==> config.mk <==
export PLATFORM = sky130hd
export DESIGN_NAME = circular_queue_with_peek
export DESIGN_NICKNAME = d
export VERILOG_FILES = /design/src/design/cqp_pkg.sv /design/src/design/cqp_mem.sv /design/src/design/cqp_ctrl.sv /design/src/design/circular_queue_with_peek.sv
export SDC_FILE = /design/constraint.sdc
export NUM_CORES = 2
export LEC_CHECK = 0
export BUFFER_PORTS_ARGS = -buffer_cell sky130_fd_sc_hd__buf_2
export CAP_MARGIN = 40
export CORE_ASPECT_RATIO = 1.2
export CORE_UTILIZATION = 33
export DETAILED_ROUTE_END_ITERATION = 10
export GPL_TIMING_DRIVEN = 0
export PLACE_DENSITY = 0.54
export SETUP_SLACK_MARGIN = 0.05
export SLEW_MARGIN = 20
export SYNTH_ARGS = -nofsm -noshare
export SYNTH_HDL_FRONTEND = slang
export SYNTH_SLANG_ARGS = --single-unit
==> constraint.sdc <==
create_clock -name clk -period 5.5 [get_ports clk]
set_clock_uncertainty 0.15 [all_clocks]
set_input_delay 1.1 -clock clk [delete_from_list [all_inputs] [get_ports clk]]
set_output_delay 1.1 -clock clk [all_outputs]
set_load 0.01 [all_outputs]
==> src/design/cqp_pkg.sv <==
package cqp_pkg;

	// defaults for the top level parameters
	localparam int DEPTH_DEF     = 64;
	localparam int WORD_BITS_DEF = 32;

	// count and capacity fields are seven bits wide
	localparam int CNT_W     = 7;
	localparam int CAP_RESET = 64;

	// operation selector
	typedef enum logic [1:0] {
		FUNC_ENQ = 2'd0,
		FUNC_DEQ = 2'd1,
		FUNC_PKO = 2'd2,
		FUNC_PKN = 2'd3
	} func_t;

	// per-beat status handed from the pointer logic to the result stage
	typedef struct packed {
		logic             ok;
		logic             rd;
		logic             full;
		logic             empty;
		logic [CNT_W-1:0] count;
	} res_info_t;

endpackage

==> src/design/cqp_mem.sv <==
module cqp_mem import cqp_pkg::*; #(
	parameter int DEPTH     = DEPTH_DEF,
	parameter int WORD_BITS = WORD_BITS_DEF,
	parameter int IDX_W     = $clog2(DEPTH)
) (
	input  logic                 clk,
	input  logic                 we,
	input  logic [IDX_W-1:0]     waddr,
	input  logic [WORD_BITS-1:0] wdata,
	input  logic                 re,
	input  logic [IDX_W-1:0]     raddr,
	output logic [WORD_BITS-1:0] rdata
);

	logic [WORD_BITS-1:0] mem [DEPTH];

	always_ff @(posedge clk) begin
		if (we) begin
			mem[waddr] <= wdata;
		end
	end

	// read data held while no read is issued
	always_ff @(posedge clk) begin
		if (re) begin
			rdata <= mem[raddr];
		end
	end

endmodule

==> src/design/cqp_ctrl.sv <==
module cqp_ctrl import cqp_pkg::*; #(
	parameter int DEPTH = DEPTH_DEF,
	parameter int IDX_W = $clog2(DEPTH)
) (
	input  logic             clk,
	input  logic             arst_n,
	input  logic             cfg_we,
	input  logic [CNT_W-1:0] cfg_data,
	input  logic             acc,
	input  func_t            func,
	output res_info_t        info,
	output logic             mem_we,
	output logic [IDX_W-1:0] mem_waddr,
	output logic             mem_re,
	output logic [IDX_W-1:0] mem_raddr
);

	localparam logic [CNT_W-1:0] CAP_INIT = CNT_W'((DEPTH < CAP_RESET) ? DEPTH : CAP_RESET);

	logic [CNT_W-1:0] cap_q, cnt_q, head_q, tail_q;
	logic [CNT_W-1:0] cnt_nx, head_nx, tail_nx, last_idx, rd_idx, cap_wr;
	logic             is_enq, is_full, is_empty, op_ok;

	function automatic logic [CNT_W-1:0] adv(input logic [CNT_W-1:0] idx,
	                                         input logic [CNT_W-1:0] cap);
		logic [CNT_W-1:0] n;
		n = idx + 1'b1;
		return (n >= cap) ? '0 : n;
	endfunction

	always_comb begin
		is_enq   = (func == FUNC_ENQ);
		is_full  = (cnt_q == cap_q);
		is_empty = (cnt_q == '0);
		op_ok    = is_enq ? !is_full : !is_empty;
		cnt_nx   = cnt_q;
		head_nx  = head_q;
		tail_nx  = tail_q;
		case (func)
			FUNC_ENQ: begin
				if (op_ok) begin
					tail_nx = adv(tail_q, cap_q);
					cnt_nx  = cnt_q + 1'b1;
				end
			end
			FUNC_DEQ: begin
				if (op_ok) begin
					head_nx = adv(head_q, cap_q);
					cnt_nx  = cnt_q - 1'b1;
				end
			end
			default: ;
		endcase
		last_idx = (tail_q == '0) ? cap_q - 1'b1 : tail_q - 1'b1;
		rd_idx   = (func == FUNC_PKN) ? last_idx : head_q;
	end

	assign mem_we    = acc && op_ok && is_enq;
	assign mem_waddr = IDX_W'(tail_q);
	assign mem_re    = acc && op_ok && !is_enq;
	assign mem_raddr = IDX_W'(rd_idx);

	assign info.ok    = op_ok;
	assign info.rd    = op_ok && !is_enq;
	assign info.full  = (cnt_nx == cap_q);
	assign info.empty = (cnt_nx == '0);
	assign info.count = cnt_nx;

	// zero reads as one, anything beyond the store as the store size
	assign cap_wr = (cfg_data == '0) ? CNT_W'(1) :
	                (int'(cfg_data) > DEPTH) ? CNT_W'(DEPTH) : cfg_data;

	always_ff @(posedge clk or negedge arst_n) begin
		if (!arst_n) begin
			cap_q  <= CAP_INIT;
			cnt_q  <= '0;
			head_q <= '0;
			tail_q <= '0;
		end else if (cfg_we && is_empty) begin
			cap_q  <= cap_wr;
			head_q <= '0;
			tail_q <= '0;
		end else if (acc) begin
			cnt_q  <= cnt_nx;
			head_q <= head_nx;
			tail_q <= tail_nx;
		end
	end

`ifndef SYNTHESIS
	a_cnt_le_cap: assert property (@(posedge clk) disable iff (!arst_n)
		cnt_q <= cap_q)
		else $error("entry count above capacity");

	a_ptr_in_cap: assert property (@(posedge clk) disable iff (!arst_n)
		head_q < cap_q && tail_q < cap_q)
		else $error("pointer outside capacity");

	a_enq_count: assert property (@(posedge clk) disable iff (!arst_n)
		acc && !cfg_we && is_enq && op_ok |=> cnt_q == $past(cnt_q) + 1'b1)
		else $error("enqueue did not bump count");
`endif

endmodule

==> src/design/circular_queue_with_peek.sv <==
// Channel  Dir  Fields (lowest bit first)
// s_*      in   tuser: func[1:0]; tdata: data_in
// m_*      out  tdata: ok, data_out, full_res, empty_res, count
// cfg_*    in   cfg_data: capacity, taken while cfg_we is high and the queue is empty
//
// One beat per cycle sustained while m_tready stays high; a result shows on m_tvalid once its
// input beat has passed the issue stage (store read and status) and then the result register.
// Reset zeroes head, tail and count and sets capacity to min(64, DEPTH);
// store contents are not cleared, no clearing pass.
// With m_tready low the result register holds, one more beat waits in the
// issue stage, then s_tready drops.
module circular_queue_with_peek import cqp_pkg::*; #(
	parameter int DEPTH     = DEPTH_DEF,
	parameter int WORD_BITS = WORD_BITS_DEF,
	localparam int IN_TW    = ((WORD_BITS + 7) / 8) * 8,
	localparam int OUT_BITS = WORD_BITS + 3 + CNT_W,
	localparam int OUT_TW   = ((OUT_BITS + 7) / 8) * 8
) (
	input  logic                  clk,
	input  logic                  arst_n,
	input  logic                  cfg_we,
	input  logic [CNT_W-1:0]      cfg_data,  // capacity
	input  logic                  s_tvalid,
	output logic                  s_tready,
	input  logic [IN_TW-1:0]      s_tdata,   // data_in, zero pad
	input  logic [1:0]            s_tuser,   // func
	output logic                  m_tvalid,
	input  logic                  m_tready,
	output logic [OUT_TW-1:0]     m_tdata    // ok, data_out, full_res, empty_res, count, pad
);

	localparam int IDX_W    = $clog2(DEPTH);

	logic                 acc, adv_s1;
	res_info_t            iss, info_s1;
	logic                 v_s1, out_v_q;
	logic                 mem_we, mem_re;
	logic [IDX_W-1:0]     mem_waddr, mem_raddr;
	logic [WORD_BITS-1:0] rdata, dout;
	logic [OUT_TW-1:0]    out_q;

	// issue stage moves on when the result register is free or draining
	assign adv_s1   = !out_v_q || m_tready;
	assign s_tready = !v_s1 || adv_s1;
	assign acc      = s_tvalid && s_tready;

	cqp_ctrl #(
		.DEPTH (DEPTH),
		.IDX_W (IDX_W)
	) u_ctrl (
		.clk       (clk),
		.arst_n    (arst_n),
		.cfg_we    (cfg_we),
		.cfg_data  (cfg_data),
		.acc       (acc),
		.func      (func_t'(s_tuser)),
		.info      (iss),
		.mem_we    (mem_we),
		.mem_waddr (mem_waddr),
		.mem_re    (mem_re),
		.mem_raddr (mem_raddr)
	);

	cqp_mem #(
		.DEPTH     (DEPTH),
		.WORD_BITS (WORD_BITS),
		.IDX_W     (IDX_W)
	) u_mem (
		.clk   (clk),
		.we    (mem_we),
		.waddr (mem_waddr),
		.wdata (s_tdata[WORD_BITS-1:0]),
		.re    (mem_re),
		.raddr (mem_raddr),
		.rdata (rdata)
	);

	// issue stage: status travels alongside the read in flight
	always_ff @(posedge clk or negedge arst_n) begin
		if (!arst_n) begin
			v_s1 <= 1'b0;
		end else if (acc) begin
			v_s1 <= 1'b1;
		end else if (adv_s1) begin
			v_s1 <= 1'b0;
		end
	end

	always_ff @(posedge clk) begin
		if (acc) begin
			info_s1 <= iss;
		end
	end

	// enqueues and failed beats report a zero word
	assign dout = info_s1.rd ? rdata : '0;

	always_ff @(posedge clk or negedge arst_n) begin
		if (!arst_n) begin
			out_v_q <= 1'b0;
		end else if (adv_s1) begin
			out_v_q <= v_s1;
		end
	end

	always_ff @(posedge clk) begin
		if (adv_s1 && v_s1) begin
			out_q <= OUT_TW'({info_s1.count, info_s1.empty, info_s1.full, dout,
			                  info_s1.ok});
		end
	end

	assign m_tvalid = out_v_q;
	assign m_tdata  = out_q;

`ifndef SYNTHESIS
	a_stall_blocks: assert property (@(posedge clk) disable iff (!arst_n)
		v_s1 && out_v_q && !m_tready |-> !s_tready)
		else $error("input taken with both stages blocked");

	a_fail_zero: assert property (@(posedge clk) disable iff (!arst_n)
		m_tvalid && !m_tdata[0] |-> m_tdata[WORD_BITS:1] == '0)
		else $error("failed beat carries a word");
`endif

endmodule
# Yosys cells after proc, flatten, opt, wreduce, memory -nomap -nowiden

Memory sizes are Yosys's and may differ from the RTL's. A register that Yosys moved wholly into a read port is not among the register bits.
Index checks and enable logic that the tools add are counted.

Register bits after elaboration: 83
Bits in writable memories: 2048
Input port bits: 46
Output and inout bits: 50
Word-level logic and storage cells: 77
Memories kept: 1

Memory list:

| name      | words | width | read ports | clocked after memory_dff | wr ports | RTL line      | text |
|---|---|---|---|---|---|---|---|
| u_mem.mem | 64    | 32    | 1          | 1                        | 1        | cqp_mem.sv:15 | `logic [WORD_BITS-1:0] mem [DEPTH];` |

Add/sub/neg operators: 6
$lt $le $gt $ge: 3
Eq/ne operators: 4
Mux-type cells: 22
Bitwise gates (word level): 1
Reduce and logical (&&, ||, !) cells: 27

Operators by type and width:

| cell                                                                   | count |
|---|---|
| 7-bit two-way mux                                                      | 14 |
| 7-bit zero test                                                        | 4 |
| 7-bit by 1-bit adder with 7-bit output (second input constant)         | 3 |
| 7-bit equality test                                                    | 2 |
| 7-bit >= comparator                                                    | 2 |
| 7-bit case mux with 2 select lines                                     | 1 |
| 6-bit two-way mux                                                      | 2 |
| 6-bit by 1-bit subtractor with 6-bit output (second input constant)    | 2 |
| 2-bit nonzero test                                                     | 5 |
| 7-bit greater-than comparator (second input constant)                  | 1 |
| 1-bit logical AND                                                      | 7 |
| 7-bit by 1-bit subtractor with 7-bit output (second input constant)    | 1 |
| 3-bit AND reduction                                                    | 2 |
| 1-bit zero test                                                        | 5 |
| 1-bit two-way mux                                                      | 5 |
| 2-bit by 1-bit equality test with 1-bit output (second input constant) | 1 |
| 2-bit equality test (second input constant)                            | 1 |
| 2-bit zero test                                                        | 1 |
| 1-bit logical OR                                                       | 2 |
| 2-bit AND reduction                                                    | 1 |
| 1-bit inverter                                                         | 1 |

# Longest topological paths before layout

Depth after elaboration: 8
Depth in mapped cells: 20
Mapped depth without buffers: 14

# Modules after synthesis

From an unflattened synthesis, not the netlist that was laid out.

Cells, all modules: 3723
Area, all modules: 83395.0 µm²

Modules (own cells, without submodules):

| module                   | instances | cells each | area each (µm²) | seq. area each (µm²) |
|---|---|---|---|---|
| cqp_mem                  | 1         | 3324       | 78835.6         | 62459.9 |
| cqp_ctrl                 | 1         | 296        | 2562.5          | 701.9 |
| circular_queue_with_peek | 1         | 103        | 1996.9          | 1641.6 |

# Worst setup path before layout

OpenSTA, ideal clock, no wires.

Path kind: input port to flip-flop
Start point: in s_tuser[1]
End point: mem u_mem.mem[46][0] (netlist bit) (enable)
Library setup time: 0.421 ns
Data arrival time: 3.824 ns
Data required time: 4.929 ns
Setup slack: 1.105 ns
Stages: 7
Buffers on the path: 1
Cells stage by stage: clkbuf_1 > nor2_1 > a21boi_0 > nand2_1 > nor2_1 > nand3_1 > nor2_1

Longest elaborated chain between the ends: 6

RTL lines:

| element                                     | RTL line                       | text |
|---|---|---|
| from (decl)                                 | circular_queue_with_peek.sv:26 | `input logic [1:0] s_tuser,` |
| 2-bit zero test (*)                         | cqp_ctrl.sv:32                 | `is_enq = (func == FUNC_ENQ);` |
| 1-bit two-way mux                           | cqp_ctrl.sv:35                 | `op_ok = is_enq ? !is_full : !is_empty;` |
| 1-bit logical AND                           | cqp_ctrl.sv:58                 | `assign mem_we = acc && op_ok && is_enq;` |
| 1-bit logical AND (*)                       | cqp_ctrl.sv:58                 |  |
| 1-bit two-way mux (*)                       | cqp_mem.sv:18                  | `if (we) begin` |
| 1-bit two-way mux (not written as such) (*) | cqp_mem.sv:19                  | `mem[waddr] <= wdata;` |
| to (decl)                                   | cqp_mem.sv:15                  |  |

Mark *: on every way between the ends. The rest lies on a longest branch, timed or not.

# Worst setup path in the final report

Start point: reg u_ctrl.tail_q[1]
End point: reg u_mem.rdata[17] (read register of u_mem.mem) (data pin)

Longest elaborated chain between the ends: 3
Elaborated cells on any way between the ends: 4
Those cells by class: add/sub (1); mux (2); reduce/logical (1)

RTL lines:

| element                                                                        | RTL line       | text |
|---|---|---|
| from (decl)                                                                    | cqp_ctrl.sv:20 | `logic [CNT_W-1:0] cap_q, cnt_q, head_q, tail_q;` |
| from (signal assigned)                                                         | cqp_ctrl.sv:86 | `tail_q <= tail_nx;` |
| 6-bit by 1-bit subtractor with 6-bit output or 7-bit zero test (tied branches) | cqp_ctrl.sv:54 | `last_idx = (tail_q == '0) ? cap_q - 1'b1 : tail_q - 1'b1;` |
| 6-bit two-way mux (*)                                                          | cqp_ctrl.sv:54 |  |
| 6-bit two-way mux (*)                                                          | cqp_ctrl.sv:55 | `rd_idx = (func == FUNC_PKN) ? last_idx : head_q;` |
| to (decl)                                                                      | cqp_mem.sv:12  | `output logic [WORD_BITS-1:0] rdata` |

Marks and branches as above.
A chain may end at the register's enable or synchronous reset.

==> flow_metrics.env <==
export IMPL_final_cell_mix="edfxtp_1 (2,133), nand2_1 (1,456), nand3_1 (648), mux2i_1 (278), clkbuf_16 (213)"
export IMPL_initial_utilization=0.333
export IMPL_setup_violations=0
export IMPL_worstMarginPinSlew_ns=0.915
export IMPL_ys_flop_type="edfxtp_1"
export IMPL_hold_buffers=0
export IMPL_ys_seq_elements=2163
export IMPL_gp_routability_congestion=0.895
export IMPL_drc=0
export IMPL_crit_type="flop to flop"
export IMPL_crit_family="simple AND/OR/NAND/NOR gates"
export IMPL_cts_htree_levels=4
export IMPL_vdd_ir_drop_max_mv=0.359
export IMPL_min_period_ns=5.42
export IMPL_wl_per_cell_um=27.2
export IMPL_synth_edf_count=2133
export IMPL_root_buffer="clkbuf_16"
export IMPL_r2r_cells=12
export IMPL_fp_dieArea_mm2=0.263
export IMPL_slew_headroom=0.390
export IMPL_core_area_mm2=0.258
export IMPL_dr_first_iter_drc_count=5418
export IMPL_drive_gt1_frac=0.155
export IMPL_layout_commonest_cell="edfxtp_1"
export IMPL_wl_um=268000
export IMPL_cts_buffer_depth=3
export IMPL_dp_hpwl_um=191000
export IMPL_worst_path_max_delay_cell="nand2_1"
export IMPL_grt_overflow_total=0
export IMPL_antenna_left=0
export IMPL_arrival_ns=5.99
export IMPL_fp_dieH_um=561
export IMPL_p_comb_frac=0.386
export IMPL_yosysWarnings=0
export IMPL_grt_pass1_vias=51100
export IMPL_fmax_ghz=0.184
export IMPL_crit_fanout=10
export IMPL_fillers=23900
export IMPL_nNetsFinal=6367
export IMPL_crit_chain="clkbuf_1 > inv_1 > ha_1 > nor4b_4 > a2111oi_1 > or4_1 > nand3_2 > nand2_1 > clkbuf_1 > o32ai_2 > a221oi_1 > mux2_2"
export IMPL_tritoncts="built"
export IMPL_clockPowerShare=0.264
export IMPL_max_cap_violations=0
export IMPL_crit_top_cell="clkbuf_1"
export IMPL_crit_cells=12
export IMPL_reg2reg_from="u_ctrl.tail_q[1]$_DFFE_PN0P_"
export IMPL_grt_usage=0.201
export IMPL_vias=52300
export IMPL_total_leakage_power_nw=34.4
export IMPL_switchingPower_mw=20.9
export IMPL_critPathMaxStageDelay_ns=0.68
export IMPL_synthArstFlopShare=0.0139
export IMPL_finalPower_mw=53.7
export IMPL_hold_viol=0
export IMPL_outcome="finished, final reports clean"
export IMPL_synthToLayoutAreaGrowth_pct=17.9
export IMPL_end_kind="flop"
export IMPL_rows=204
export IMPL_worst_path_buf_inv=3
export IMPL_routed_via_density=5.29
export IMPL_cellPowerDensity_mw_per_mm2=530
export IMPL_synthCells=5833
export IMPL_avgSynthCellArea_um2=14.7
export IMPL_port_buffers=88
export IMPL_cp_startpoint="u_ctrl.tail_q[1]$_DFFE_PN0P_"
export IMPL_grt_pass1_wl_um=377000
export IMPL_antenna_found_initial=22
export IMPL_hp_class="input port to asynchronous set/reset pin"
export IMPL_grt_max_degree=65
export IMPL_ys_types=61
export IMPL_finalCritPeriodShare=0.986
export IMPL_swShare=0.390
export IMPL_power_internal_mw=32.8
export IMPL_die_x_um=468
export IMPL_clk_pin_slew_ns=0.06
export IMPL_required_ns=6.06
export IMPL_ios=96
export IMPL_seqPwrFrac=0.350
export IMPL_ys_seq_area_frac=0.753
export IMPL_cts_buffers=211
export IMPL_worstSkewPairLatency_ns=0.87
export IMPL_clock_sinks=2163
export IMPL_final_core_util=0.393
export IMPL_finalMaxSlewViolations=0
export IMPL_drtPass1Iterations=6
export IMPL_syn_cell_area_mm2=0.0860
export IMPL_cp_start_kind="flop"
export IMPL_rsz0062_at_grt="true"
kinds of logic (layout without fill, tap and decap cells):
group | after synthesis | in the layout | synth area share
other cells | 1 | 14 | 0.0000436
simple gates | 2430 | 2430 | 0.123
mux | 425 | 425 | 0.0642
xor+xnor | 38 | 38 | 0.00387
fa+ha+maj | 21 | 21 | 0.00305
buf+inv | 396 | 1036 | 0.0194
compound gates | 359 | 359 | 0.0332
flops | 2163 | 2163 | 0.753
layout make-up:
type,count,area [um^2],share of cell area
Antenna cell,8,20.0,0.000197
Buffer,370,1750,0.0172
Clock buffer,259,5500,0.0543
Clock inverter,132,1180,0.0117
Inverter,21,78.8,0.000777
Multi-Input combinational cell,3279,20400,0.201
Sequential cell,2163,64800,0.639
Tap cell,3399,4250,0.0419
Timing Repair Buffer,254,3440,0.0339
power by group through the flow:
stage	Sequential [mW]	Clock (mW)	Combinational, mW
global route	18.8	15.0	21.7
finish	18.8	14.2	20.7
global placement	19.2	0	19.5
detailed placement	19.2	0	20.0
floorplan	19.1	0	10.6
CTS	18.8	14.4	20.6
path summary, 6_finish.rpt:
path,to,slack (ns)
max in group asynchronous,u_ctrl.head_q[5]$_DFFE_PN0P_,4.58
worst min-delay path,v_s1$_DFFE_PN0P_,0.15
min in group clk,m_tdata[38]$_DFFE_PP_,0.27
worst max-delay path,u_mem.rdata[17]$_DFFE_PP_,0.08
worst min register to register,m_tdata[38]$_DFFE_PP_,0.27
worst max register to register,u_mem.rdata[17]$_DFFE_PP_,0.08
per-stage QoR:
stage / worst slack, ns / TNS, ns / std cells / hold slack (ns) / area (um^2)
after floorplan: 1.10 / 0 / 5838 / 0.250 / 86000
after global placement: -2.71 / -2063.50 / 9325 / 0.254 / 90700
after detailed placement: -1.00 / -23.88 / 9481 / 0.255 / 94200
after CTS: 0.0516 / 0 / 9875 / 0.118 / 101000
after global routing: 0.0190 / 0 / 9879 / 0.172 / 101000
final: 0.0756 / 0 / 9885 / 0.146 / 101000
layer usage:
| layer | up-vias | routed length, um | part of all wire | global-route usage |
|---|---|---|---|---|
| met3 | 461 | 16900 | 0.063 | 0.0270 |
| met5 | - | 10 | 0.000037 | 0 |
| met2 | 2067 | 132000 | 0.49 | 0.341 |
| li1 | 23000 | - | - | - |
| met4 | 2 | 13600 | 0.051 | 0.0950 |
| met1 | 26800 | 106000 | 0.39 | 0.253 |
synth_stat cells, types with 11 or more instances:
cell type	n	area, um^2
a21oi_1	11	55.1
a221oi_1	25	219
a311oi_1	135	1180
a31oi_1	62	388
a32oi_1	32	280
and2_1	34	213
and3_1	150	938
buf_1	28	105
buf_2	89	445
buf_4	14	105
clkbuf_1	241	905
dfrtp_1	29	726
edfxtp_1	2133	64100
ha_1	21	263
inv_1	20	75.1
mux2_2	50	563
mux2i_1	279	2790
mux4_2	96	2160
nand2_1	1456	5470
nand3_1	648	3240
nor2_1	89	334
o211ai_1	13	97.6
o21ai_0	17	85.1
o32ai_1	25	219
xnor2_1	20	175
xor2_1	18	158
timing repair:
item,CTS,global route
pin swaps,2,0
gates resized for setup,104,63
setup endpoints to repair,32,32
setup buffers,4,1
registers in the layout, indices dropped and copies added (netlist names):
register       count
u_mem.mem       2048
m_tdata           42
u_mem.rdata       32
info_s1           11
u_ctrl.cap_q       7
u_ctrl.cnt_q       7
u_ctrl.head_q      7
u_ctrl.tail_q      7
m_tvalid           1
v_s1               1
No activity file was read; power rests on OpenSTA's default activity.
